===== src/tmv_pkg.sv =====
// Shared types, codes and floating-point helpers for the transposed
// matrix-vector multiply-accumulate block.
// Depends on nothing; every other file uses it by scoped names.
package tmv_pkg;

   // Row storage geometry.
   localparam int MaxRows = 1024;
   localparam int RowW    = $clog2(MaxRows);

   // Input opcodes.
   localparam logic [1:0] OP_LOAD = 2'd0;
   localparam logic [1:0] OP_MAC  = 2'd1;
   localparam logic [1:0] OP_READ = 2'd2;
   localparam logic [1:0] OP_NONE = 2'd3;

   // Classified command kinds passed from the front to the back.
   localparam logic [1:0] CMD_LOAD  = 2'd0;
   localparam logic [1:0] CMD_MAC   = 2'd1;
   localparam logic [1:0] CMD_READ  = 2'd2;
   localparam logic [1:0] CMD_RANGE = 2'd3;

   // Result status codes.
   localparam logic [1:0] STATUS_OK    = 2'd0;
   localparam logic [1:0] STATUS_RANGE = 2'd1;
   localparam logic [1:0] STATUS_COUNT = 2'd2;

   // Configuration register indexes.
   localparam logic [1:0] CSR_ALPHA = 2'd0;
   localparam logic [1:0] CSR_BETA  = 2'd1;
   localparam logic [1:0] CSR_ROWS  = 2'd2;
   localparam logic [1:0] CSR_COLS  = 2'd3;

   // Floating-point unit operations.
   localparam logic FPU_MUL = 1'b0;
   localparam logic FPU_ADD = 1'b1;

   // Default NaN produced by an invalid operation.
   localparam logic [31:0] DefaultNan = 32'hFFC0_0000;

   typedef struct packed {
      logic [1:0]      kind;
      logic [RowW-1:0] row;
      logic [31:0]     a_value;
      logic [31:0]     b_value;
      logic [31:0]     c_value;
   } cmd_type;

   typedef struct packed {
      logic [RowW-1:0] out_row;
      logic [31:0]     out_value;
      logic [1:0]      status;
   } rsp_type;

   typedef struct packed {
      logic [31:0] alpha_bits;
      logic [31:0] beta_bits;
      logic [10:0] row_count;
      logic [15:0] col_count;
   } cfg_type;

   typedef struct packed {
      logic        start;
      logic        op;
      logic [31:0] x;
      logic [31:0] y;
   } fpu_req_type;

   // True for any NaN encoding.
   function automatic logic is_nan(input logic [31:0] v);
      return (v[30:23] == 8'hFF) && (v[22:0] != 23'd0);
   endfunction

   // True for either infinity.
   function automatic logic is_inf(input logic [31:0] v);
      return (v[30:23] == 8'hFF) && (v[22:0] == 23'd0);
   endfunction

   // True for either zero.
   function automatic logic is_zero(input logic [31:0] v);
      return v[30:0] == 31'd0;
   endfunction

   // Position of the highest set bit of a 48-bit word.
   function automatic logic [5:0] msb48(input logic [47:0] v);
      logic [5:0] pos;
      pos = 6'd0;
      for (int i = 0; i < 48; i++) begin
         if (v[i]) pos = 6'(i);
      end
      return pos;
   endfunction

   // Round to nearest even and pack. The value is x / 2^47 * 2^(e - 127)
   // with the leading one of x at bit 47; small exponents go subnormal.
   function automatic logic [31:0] round_pack(input logic sgn, input logic [47:0] x,
                                              input logic signed [11:0] e,
                                              input logic zero);
      logic [47:0]        xs;
      logic               lost;
      logic [11:0]        sh;
      logic signed [11:0] ee;
      logic [23:0]        m24;
      logic               g;
      logic               st;
      logic [24:0]        m25;
      logic [31:0]        pk;
      logic [31:0]        r;
      xs   = x;
      lost = 1'b0;
      ee   = e;
      if (e < 12'sd1) begin
         sh = 12'(12'sd1 - e);
         if (sh >= 12'd48) begin
            xs   = 48'd0;
            lost = |x;
         end else begin
            xs   = x >> sh;
            lost = |(x & ((48'd1 << sh) - 48'd1));
         end
         ee = 12'sd1;
      end
      m24 = xs[47:24];
      g   = xs[23];
      st  = (|xs[22:0]) | lost;
      m25 = {1'b0, m24} + {24'd0, g & (st | m24[0])};
      pk  = {1'b0, 8'(ee - 12'sd1), 23'd0} + {7'd0, m25};
      if (zero) begin
         r = {sgn, 31'd0};
      end else if (ee >= 12'sd255) begin
         r = {sgn, 8'hFF, 23'd0};
      end else if (pk[30:0] >= 31'h7F80_0000) begin
         r = {sgn, 8'hFF, 23'd0};
      end else begin
         r = {sgn, pk[30:0]};
      end
      return r;
   endfunction

endpackage


===== src/tmv_front.sv =====
// Front part: accepts input words, classifies them and queues commands.
// Depends on tmv_pkg.
module tmv_front (
   input  logic                    clock,
   input  logic                    reset,
   input  logic                    push,
   output logic                    full,
   input  logic [1:0]              opcode,
   input  logic [tmv_pkg::RowW-1:0] row_index,
   input  logic [31:0]             a_value,
   input  logic [31:0]             b_value,
   input  logic [31:0]             c_value,
   input  logic [10:0]             row_count,
   output logic                    cmd_valid,
   output tmv_pkg::cmd_type        cmd,
   input  logic                    cmd_pop
);

   tmv_pkg::cmd_type q_ff [2];
   logic             wr_ptr_ff, wr_ptr_in;
   logic             rd_ptr_ff, rd_ptr_in;
   logic [1:0]       count_ff, count_in;
   tmv_pkg::cmd_type new_cmd;
   logic             keep;
   logic             enq;

   // Classify the incoming word; unused opcodes are dropped.
   always_comb begin
      keep          = 1'b1;
      new_cmd.row     = row_index;
      new_cmd.a_value = a_value;
      new_cmd.b_value = b_value;
      new_cmd.c_value = c_value;
      unique case (opcode)
         tmv_pkg::OP_LOAD: new_cmd.kind = tmv_pkg::CMD_LOAD;
         tmv_pkg::OP_MAC:  new_cmd.kind = tmv_pkg::CMD_MAC;
         tmv_pkg::OP_READ: new_cmd.kind = tmv_pkg::CMD_READ;
         tmv_pkg::OP_NONE: begin
            new_cmd.kind = tmv_pkg::CMD_LOAD;
            keep         = 1'b0;
         end
      endcase
      if ({1'b0, row_index} >= row_count) new_cmd.kind = tmv_pkg::CMD_RANGE;
   end

   assign full      = (count_ff == 2'd2);
   assign enq       = push && !full && keep;
   assign cmd_valid = (count_ff != 2'd0);
   assign cmd       = q_ff[rd_ptr_ff];

   // Two-entry command queue toward the back part.
   always_comb begin
      wr_ptr_in = wr_ptr_ff ^ enq;
      rd_ptr_in = rd_ptr_ff ^ cmd_pop;
      count_in  = count_ff + {1'b0, enq} - {1'b0, cmd_pop};
   end

   always_ff @(posedge clock) begin
      if (reset) begin
         wr_ptr_ff <= 1'b0;
         rd_ptr_ff <= 1'b0;
         count_ff  <= 2'd0;
      end else begin
         wr_ptr_ff <= wr_ptr_in;
         rd_ptr_ff <= rd_ptr_in;
         count_ff  <= count_in;
      end
   end

   always_ff @(posedge clock) begin
      if (enq) q_ff[wr_ptr_ff] <= new_cmd;
   end

endmodule


===== config.mk =====
export PLATFORM = sky130hd
export DESIGN_NAME = tmv_front
export DESIGN_NICKNAME = d
export VERILOG_FILES = /design/src/tmv_pkg.sv /design/src/tmv_front.sv
export SDC_FILE = /design/constraint.sdc
export NUM_CORES = 1
export LEC_CHECK = 0
export ABC_AREA = 1
export BUFFER_PORTS_ARGS = -buffer_cell sky130_fd_sc_hd__clkbuf_2
export CAP_MARGIN = 20
export CORE_ASPECT_RATIO = 1.25
export CORE_MARGIN = 4
export CORE_UTILIZATION = 52
export DETAILED_ROUTE_END_ITERATION = 6
export PLACE_DENSITY = 0.79
export REMOVE_ABC_BUFFERS = 1
export SLEW_MARGIN = 5
export SYNTH_ARGS = -nofsm -noshare
export SYNTH_HDL_FRONTEND = slang
export SYNTH_SLANG_ARGS = --single-unit

===== constraint.sdc =====
create_clock -name clock -period 4.84 [get_ports clock]
set_clock_uncertainty 0.1 [all_clocks]
set_input_delay 0 -clock clock [delete_from_list [all_inputs] [get_ports clock]]
set_output_delay 0 -clock clock [all_outputs]
set_load 0.005 [all_outputs]

==> run_results.csv, run 1 <==
group,metric,value,unit
setup_path,crit_required,4.74,ns
job,maxCapViolCount,0,
route,drtPass1Iterations,4,
cells_and_area,layout.cells.most_common,"clkbuf_2",
die,core.rowCount,51,
global_route,grt_max_degree,79,
cells_and_area,final_cell_area,11600,sq um
setup_path,cp_top_family,"flip-flops",
cells_and_area,seq_area,6570,sq um
route,drc,0,
global_route,gr-total-overflow,0,
clocking,cts_max_path_buffers,3,
clocking,postCtsSetupBuffers,0,
die,die_h,150,um
cells_and_area,post-route-util,74.0,%
timing,hold_viol_final,0,
logic_synthesis,syn_area_per_cell,19.8,sq um
logic_synthesis,netlist_area,8360,sq um
clocking,clk_pin_slew,0.07,ns
power_and_ir_drop,p_leak,4.58,nW
global_route,grt_use_total,18.9,%
setup_path,setup.worst_path.start_class,"register",
logic_synthesis,ys_seq_elements,220,
route,wl_per_cell,17.6,um
logic_synthesis,synth.distinct_cells,18,
cells_and_area,num-nets-final,920,
setup_path,arrival,2.65,ns
logic_synthesis,synth-edff-count,216,
logic_synthesis,synth-seq-area-share,78.6,%
setup_path,critPathMaxStageDelay,0.95,ns
power_and_ir_drop,seqPwrFrac,52.0,%
setup_path,critical_path_class,"register to primary output",
clocking,cts_made_buffers,20,
global_route,grt_first_pass_wirelength,26.8,mm
status,status,"completed",
hold_path,hp-class,"input pin to register",
setup_path,path_max_fanout,69,
clocking,clock-sinks,220,
cells_and_area,fillerInstances,938,
route,via_per_inst,4.91,
placed_design,routabilityCongestion,0.749,
clocking,htree_levels,1,
power_and_ir_drop,power_frac_comb,13.8,%
logic_synthesis,synthCells,422,
global_route,grt_antenna_before_repair,1,
power_and_ir_drop,clockPowerShare,34.2,%
cells_and_area,mostFrequentLayoutCells,"clkbuf_2, edfxtp_1, dlygate4sd3_1",
power_and_ir_drop,swShare,21.9,%
global_route,grt_pass1_vias,5428,
die,io_pins,233,
cells_and_area,multi_input_area,1650,sq um
die,start_util,53.3,%
die,die_w,121,um
clocking,clk_latency,0.48,ns
power_and_ir_drop,p_int,0.00350,W
timing,drv_slew,0,
clocking,cts.root.buffer_cell,"clkbuf_16",
power_and_ir_drop,p_per_area,386,nW/um^2
die,die_area,18200,sq um
setup_path,path_buf_inv,2,
route,ant_nets,0,
setup_path,endpoint_kind,"primary output",
timing,setup_viol,0,
route,num_vias,4977,
die,core_area,15700,sq um
placed_design,place_area,9760,sq um
timing,rsz0062_at_grt,"no",
clocking,cts_tree,"yes",
timing,setup-tns-final,0,ns
timing,worst_pin_slew,0.977,ns
cells_and_area,syn_to_final_growth,38.9,%
setup_path,worst_path_max_delay_cell,"dfxtp_4",
timing,period_share,56.7,%
power_and_ir_drop,power.switching,0.000982,W
placed_design,io_buffers,232,
logic_synthesis,synth_warnings,0,
power_and_ir_drop,peakVddDrop,249,uV
route,wl,17.8,mm
logic_synthesis,synth_top_flop_cell,"edfxtp_1",
timing,period_needed,2.75,ns
route,drtIter0Drc,168,
logic_synthesis,async_flop_share,0,%
timing,maxSlewHeadroom,34.9,%
placed_design,place_hpwl,10.9,mm
cells_and_area,drive_gt1_share,47.4,%
setup_path,crit_chain,"buf_4 > mux2_2 > clkbuf_2",
timing,clock.fmax,364,MHz
-- power groups by stage --
| stage | sequential (W) | clock, W | combinational [W] |
|---|---|---|---|
| 2_1_floorplan | 0.00238 | 0 | 0.000277 |
| 3_3_place_gp | 0.00236 | 0 | 0.000515 |
| 3_5_place_dp | 0.00237 | 0 | 0.000531 |
| 4_1_cts | 0.00233 | 0.00156 | 0.000611 |
| 5_1_grt | 0.00234 | 0.00165 | 0.000676 |
| 6_report | 0.00233 | 0.00153 | 0.000621 |
-- per-stage QoR --
stage / cells / hold slack, ns / worst slack (ns) / total power, W
detailed placement: 857 / 0.0940 / 2.05 / 0.00291
global placement: 857 / 0.0900 / 2.18 / 0.00288
finish: 1013 / 0.0976 / 2.09 / 0.00449
global route: 1010 / 0.104 / 1.97 / 0.00467
floorplan: 410 / -0.0333 / 1.10 / 0.00266
CTS: 1007 / 0.0943 / 2.02 / 0.00451
-- flip-flops by register name (all words and copies together), names as in the netlist --
signal,flops
q_ff,216
count_ff,2
rd_ptr_ff,1
wr_ptr_ff,1
-- Yosys cell counts, types with 2 or more instances --
cell | count | area, sq um
a21oi_1 | 2 | 10.0
dfxtp_1 | 4 | 80.1
nand3_1 | 2 | 10.0
mux2_2 | 98 | 1100
nand2_1 | 21 | 78.8
inv_1 | 22 | 82.6
nor2_1 | 14 | 52.6
edfxtp_1 | 216 | 6490
or2_2 | 2 | 12.5
buf_6 | 3 | 33.8
xnor2_1 | 2 | 17.5
buf_2 | 8 | 40.0
ha_1 | 14 | 175
mux2_4 | 10 | 150
-- cell families (layout without fill, tap and decap cells) --
group / Yosys count / in the layout / synth area share (%)
AOI/OAI and AO/OA: 3 / 3 / 0.180
buffers and inverters: 34 / 409 / 1.96
muxes: 108 / 108 / 15.0
DFF: 220 / 220 / 78.6
other: 0 / 4 / 0
and+or+nand+nor: 41 / 41 / 2.01
xor gates and xnor gates: 2 / 2 / 0.210
adders and majority gates: 14 / 14 / 2.10
-- final timing paths --
path / startpoint / to / slack, ns / cells after the start
worst min register to register: count_ff[1] / count_ff[1] / 0.49 / 3
worst max-delay path: rd_ptr_ff / cmd[22] / 2.09 / 3
worst min-delay path: push / q_ff[1][78] / 0.1 / 4
worst max register to register: count_ff[1] / q_ff[0][102] / 2.36 / 6
-- what timing repair did --
item	in CTS	in global routing
endpoints found under the hold margin	220	0
resized for setup	0	0
endpoints found under the setup margin	0	0
hold buffers	114	0
-- worst min-delay path, delay by kind of cell --
family | cells | cell delay [ns]
buffers and inverters | 1 | 0.08
AND/OR/NAND/NOR | 2 | 0.16
adder cells (fa/ha/maj) | 1 | 0.25
-- routing by layer --
metal | part of all wire, % | GRT usage [%] | vias up | wire length, um
li1 | - | - | 2336 | -
met1 | 34 | 19.2 | 2426 | 6060
met2 | 56 | 36.6 | 174 | 10000
met3 | 6.6 | 4.84 | 41 | 1170
met4 | 2.9 | 7.01 | 0 | 514
met5 | 0 | 0 | - | 0
-- area by class of cell --
cell class	instances	share of cell area (%)
Antenna cell	4	0.0862
Clock buffer	23	4.59
Clock inverter	13	1.00
Inverter	22	0.711
Multi-Input combinational cell	168	14.2
Sequential cell	220	56.6
Tap cell	212	2.28
Timing Repair Buffer	351	20.5
Power figures use the tool's default switching activity.
==> inputs of run 2 (changes only) <==
Clock period 4.84 ns to 2.8 ns, I/O delays scaled along.
==> run 2 against run 1 <==
  * Non-clock buffer count rose by 2
  * Sequential power increased by 73%
  * Setup slack worse by 1.5 ns
  * Combinational power increased by 79%
  * Global-route usage is 1.3 points higher
  * Via count increased by 1.7%
  * First-iteration DRC count up 58%
  * Sequential cell count unchanged
  * Count of clock-buffer cells in the layout increased by 5
  * Register-to-register slack got worse by 1.6 ns
  * Highest routed layer unchanged
==> run_results.csv, run 2 (same netlist as run 1, synthesis figures left out) <==
group,metric,value,unit
timing,period_needed,2.25,ns
cells_and_area,fillerInstances,934,
setup_path,arrival,2.15,ns
placed_design,routabilityCongestion,0.784,
timing,setup_viol,0,
clocking,cts_made_buffers,21,
die,start_util,53.3,%
clocking,cts_max_path_buffers,3,
cells_and_area,instances_no_fill,1013,
power_and_ir_drop,peakVddDrop,516,uV
clocking,clock-sinks,220,
setup_path,cp_top_family,"flip-flops",
timing,maxSlewHeadroom,58.6,%
global_route,gr-total-overflow,0,
route,drtPass1Iterations,4,
clocking,htree_levels,1,
clocking,clk_latency,0.47,ns
die,die_area,18200,sq um
power_and_ir_drop,p_per_area,681,nW/um^2
global_route,grt_first_pass_wirelength,28.6,mm
die,core_area,15700,sq um
setup_path,critPathMaxStageDelay,0.75,ns
setup_path,crit_required,2.70,ns
hold_path,hp-class,"input pin to register",
job,maxCapViolCount,0,
cells_and_area,layout.cells.most_common,"clkbuf_2",
setup_path,r2r_start,"rd_ptr_ff",
timing,fin_ws,0.553,ns
cells_and_area,top_register,"q_ff",
global_route,grt_use_total,20.2,%
route,drc,0,
setup_path,worst_path_max_delay_cell,"dfxtp_4",
route,drtIter0Drc,266,
clocking,postCtsSetupBuffers,0,
timing,period_share,80.2,%
die,die_w,121,um
timing,whs,0.0982,ns
hold_path,hold_start,"row_count[9]",
cells_and_area,drive_gt1_share,47.6,%
clocking,cts.root.buffer_cell,"clkbuf_16",
setup_path,path_max_fanout,51,
cells_and_area,mostFrequentLayoutCells,"clkbuf_2, edfxtp_1, dlygate4sd3_1",
setup_path,worstSetupStartpoint,"rd_ptr_ff",
setup_path,crit_chain,"buf_12 > mux2_2 > clkbuf_2",
die,core.rowCount,51,
clocking,clk_pin_slew,0.06,ns
route,ant_nets,0,
timing,rsz0062_at_grt,"no",
setup_path,endpoint_kind,"primary output",
route,wl_per_cell,18.5,um
clocking,cts_tree,"yes",
route,num_vias,5062,
placed_design,place_hpwl,11.6,mm
cells_and_area,reg_top3,"q_ff (216), count_ff (2)",
timing,clock.fmax,445,MHz
placed_design,io_buffers,232,
cells_and_area,seq_area,6570,sq um
timing,hold_viol_final,0,
route,wl,18.8,mm
cells_and_area,multi_input_area,1650,sq um
die,io_pins,233,
setup_path,path_buf_inv,2,
status,status,"completed",
global_route,grt_antenna_before_repair,2,
setup_path,critical_path_class,"register to primary output",
global_route,grt_pass1_vias,5534,
timing,worst_pin_slew,0.621,ns
route,via_per_inst,5.00,
setup_path,setup.worst_path.start_class,"register",
cells_and_area,syn_to_final_growth,40.1,%
global_route,grt_max_degree,52,
power_and_ir_drop,p_leak,4.63,nW
die,die_h,150,um
timing,drv_slew,0,
cells_and_area,largest_register_ffs,216,
placed_design,placed_cells,860,
placed_design,pre_cts_ws,0.832,ns
cells_and_area,num-nets-final,923,
==> run 2: worst register-to-register path, cell delays in order (launching register included) <==
cell           delay [ns]
dfxtp_4              0.75
buf_12               0.36
xnor2_1              0.17
nor2_1               0.05
dlygate4sd3_1        0.54
==> run 2: repair_timing <==
item	4_1_cts	5_1_grt
gates resized for setup	0	0
endpoints found under the hold margin	220	0
hold buffers	115	0
==> run 2: final cells by class <==
class	count	area share, %
antenna	2	0.0427
clock buffer	28	5.05
clock inverter	8	1.04
inverter	22	0.705
multi-input combinational	168	14.1
sequential	220	56.1
tap	212	2.27
timing repair buffer	353	20.7
==> run 2: where the power goes <==
| group | total [W] | switching (W) | internal (W) |
|---|---|---|---|
| Sequential | 0.00402 | 0.0000922 | 0.00393 |
| Combinational | 0.00111 | 0.000522 | 0.000584 |
| Clock | 0.00285 | 0.00109 | 0.00176 |
| Total | 0.00798 | 0.00171 | 0.00627 |
==> run 2: path summary, 6_finish.rpt <==
path | cells past startpoint | end | slack, ns
setup reg to reg | 4 | rd_ptr_ff | 0.72
hold / removal | 7 | q_ff[0][106] | 0.1
hold reg to reg | 3 | count_ff[1] | 0.50
setup / recovery | 3 | cmd[0] | 0.55
==> run 2: metal layers <==
layer	GRT usage, %	routed length (um)
met1	22.2	6420
met5	0	0
met2	39.0	10700
met4	6.28	513
met3	3.78	1130
==> run 2: metrics by stage <==
step                TNS, ns  area (sq um)  total power (W)  util (%)
floorplan           -268.85          8280          0.00459         -
global placement          0          9840          0.00501      62.7
detailed placement        0          9840          0.00506      62.7
CTS                       0         11700          0.00802      74.6
global route              0         11700          0.00830      74.6
finish                    0         11700          0.00798      74.6
==> inputs of run 3 (changes only) <==
Settings changed: ABC_AREA 1 to 0.
Clock period 2.8 ns to 2.1 ns, I/O delays scaled along.
==> run 3 against run 2 <==
  * Register-to-register slack lost 0.40 ns
  * Setup slack worse by 0.44 ns
  * Non-clock buffer count grew 5
  * Sequential cell count did not move
  * Area after synthesis down 0.67%
==> run_results.csv, run 3 <==
group,metric,value,unit
power_and_ir_drop,design_power_total,0.0111,W
die,die_w,121,um
hold_path,hp-class,"input pin to register",
cells_and_area,top_register,"q_ff",
timing,setup_viol,0,
timing,period_needed,1.99,ns
clocking,cts_made_buffers,22,
setup_path,rrSetupSlack,0.32,ns
status,status,"completed",
logic_synthesis,yosys-top-cells-count,"edfxtp_1, mux2_2, inv_1, ha_1, mux2_4",
placed_design,place_area,9900,sq um
route,ant_nets,0,
timing,rsz0062_at_grt,"no",
cells_and_area,layout.cells.most_common,"clkbuf_2",
logic_synthesis,synthXorXnorAreaFrac,0.316,%
clocking,cts_max_path_buffers,3,
cells_and_area,drive_gt1_share,49.6,%
route,drtPass1Iterations,6,
logic_synthesis,synth_top_family_by_area,"multiplexers",
global_route,grt_use_total,20.4,%
die,io_pins,233,
global_route,grt_max_degree,29,
logic_synthesis,synth_top_flop_cell,"edfxtp_1",
global_route,grt_pass1_vias,5407,
route,wl,18.8,mm
power_and_ir_drop,p_per_area,945,nW/um^2
setup_path,arrival,1.89,ns
route,wl_per_cell,18.8,um
timing,period_share,94.5,%
route,via_per_inst,4.95,
die,core_area,15600,sq um
logic_synthesis,synthCells,401,
cells_and_area,reg_top3,"q_ff (216), count_ff (2)",
logic_synthesis,async_flop_share,0,%
logic_synthesis,yosysMostFrequentCell,"edfxtp_1",
timing,clock.fmax,504,MHz
logic_synthesis,synth_fa_ha_area_share,2.11,%
placed_design,io_buffers,232,
logic_synthesis,synth.distinct_cells,21,
logic_synthesis,ys_seq_elements,220,
timing,worst_pin_slew,0.431,ns
global_route,gr-total-overflow,0,
clocking,cts.root.buffer_cell,"clkbuf_16",
clocking,clk_pin_slew,0.06,ns
placed_design,placed_cells,845,
logic_synthesis,netlist_area,8300,sq um
die,core.rowCount,51,
cells_and_area,fillerInstances,872,
power_and_ir_drop,p_leak,4.62,nW
clocking,htree_levels,1,
clocking,cts_tree,"yes",
power_and_ir_drop,peakVddDrop,579,uV
die,start_util,53.1,%
logic_synthesis,synth-compound-area-share,0.738,%
logic_synthesis,synth-seq-area-share,79.1,%
setup_path,critical_path_class,"register to primary output",
clocking,clk_latency,0.48,ns
cells_and_area,num-nets-final,908,
global_route,grt_first_pass_wirelength,28.3,mm
timing,maxSlewHeadroom,71.3,%
logic_synthesis,synth_warnings,0,
logic_synthesis,synth_mux_area_share,15.1,%
setup_path,path_max_fanout,26,
timing,hold_viol_final,0,
cells_and_area,mostFrequentLayoutCells,"clkbuf_2, edfxtp_1, dlygate4sd3_1",
setup_path,endpoint_kind,"primary output",
clocking,postCtsSetupBuffers,0,
logic_synthesis,yosys-top-cells-area,"edfxtp_1, mux2_2, ha_1",
logic_synthesis,syn_area_per_cell,20.7,sq um
logic_synthesis,yosysTopAreaCell,"edfxtp_1",
route,drtIter0Drc,254,
cells_and_area,largest_register_ffs,216,
cells_and_area,instances_no_fill,1001,
job,maxCapViolCount,0,
cells_and_area,multi_input_area,1620,sq um
logic_synthesis,synth_top_area_share,78.1,%
clocking,clock-sinks,220,
route,num_vias,4956,
timing,drv_slew,0,
placed_design,place_hpwl,11.9,mm
cells_and_area,final_cell_area,11800,sq um
cells_and_area,syn_to_final_growth,42.0,%
setup_path,crit_required,2.00,ns
setup_path,setup.worst_path.start_class,"register",
die,die_h,149,um
logic_synthesis,synth-edff-count,216,
cells_and_area,seq_area,6570,sq um
global_route,grt_antenna_before_repair,3,
route,drc,0,
die,die_area,18100,sq um
logic_synthesis,synth-simple-area-share,0.904,%
placed_design,routabilityCongestion,0.762,
## run 3: layout make-up
| cell class | instances | share of cell area, % |
|---|---|---|
| antenna | 2 | 0.0425 |
| timing repair buffer | 358 | 21.5 |
| clock inverter | 11 | 0.923 |
| multi-input combinational | 152 | 13.7 |
| inverter | 17 | 0.541 |
| clock buffer | 29 | 5.33 |
| sequential | 220 | 55.7 |
| tap | 212 | 2.25 |
## run 3: final timing paths
kind | from | end | depth (start not counted)
min | row_count[7] | q_ff[1][107] | 5
max reg2reg | count_ff[0] | q_ff[1][95] | 5
max | rd_ptr_ff | cmd[101] | 3
min reg2reg | count_ff[1] | count_ff[1] | 2
## run 3: what timing repair did
item                                    in CTS  in global routing
hold buffers                               114                  0
endpoints found under the setup margin       0                  2
hold endpoints to repair                   220                  0
resized for setup                            0                  1
## run 3: cell families after synthesis
| logic type | after synthesis |
|---|---|
| multiplexers | 108 |
| buffers and inverters | 29 |
| XOR/XNOR | 3 |
| adder cells (fa/ha/maj) | 14 |
| AO/OA/AOI/OAI | 12 |
| AND/OR/NAND/NOR | 15 |
| flip-flops | 220 |
## run 3: critical path: stages (launching register included)
cell and delay (ns):
dfxtp_4 0.62, buf_4 0.29, mux2_2 0.36, clkbuf_2 0.12
## run 3: routing by layer
| layer | part of all wire, % | up-vias | track usage (%) |
|---|---|---|---|
| met5 | 0.064 | - | 0 |
| met4 | 2.9 | 2 | 6.63 |
| met3 | 5.7 | 44 | 4.10 |
| met2 | 57 | 189 | 39.7 |
| met1 | 35 | 2414 | 21.8 |
| li1 | - | 2307 | - |
## run 3: where the power goes
group / internal, W / total, W / switching (W)
Combinational: 0.000923 / 0.00175 / 0.000824
Clock: 0.00235 / 0.00390 / 0.00155
Sequential: 0.00536 / 0.00549 / 0.000135
Total: 0.00863 / 0.0111 / 0.00251
## run 3: stage by stage
step	setup WS [ns]	util [%]	TNS [ns]	hold WS, ns
after global routing	0.0391	75.4	0	0.126
after detailed placement	0.321	63.4	0	0.0927
after floorplan	-1.63	-	-493.23	-0.0333
after global placement	0.375	63.4	0	0.0902
after CTS	0.0829	75.4	0	0.135
final	0.115	75.4	0	0.109
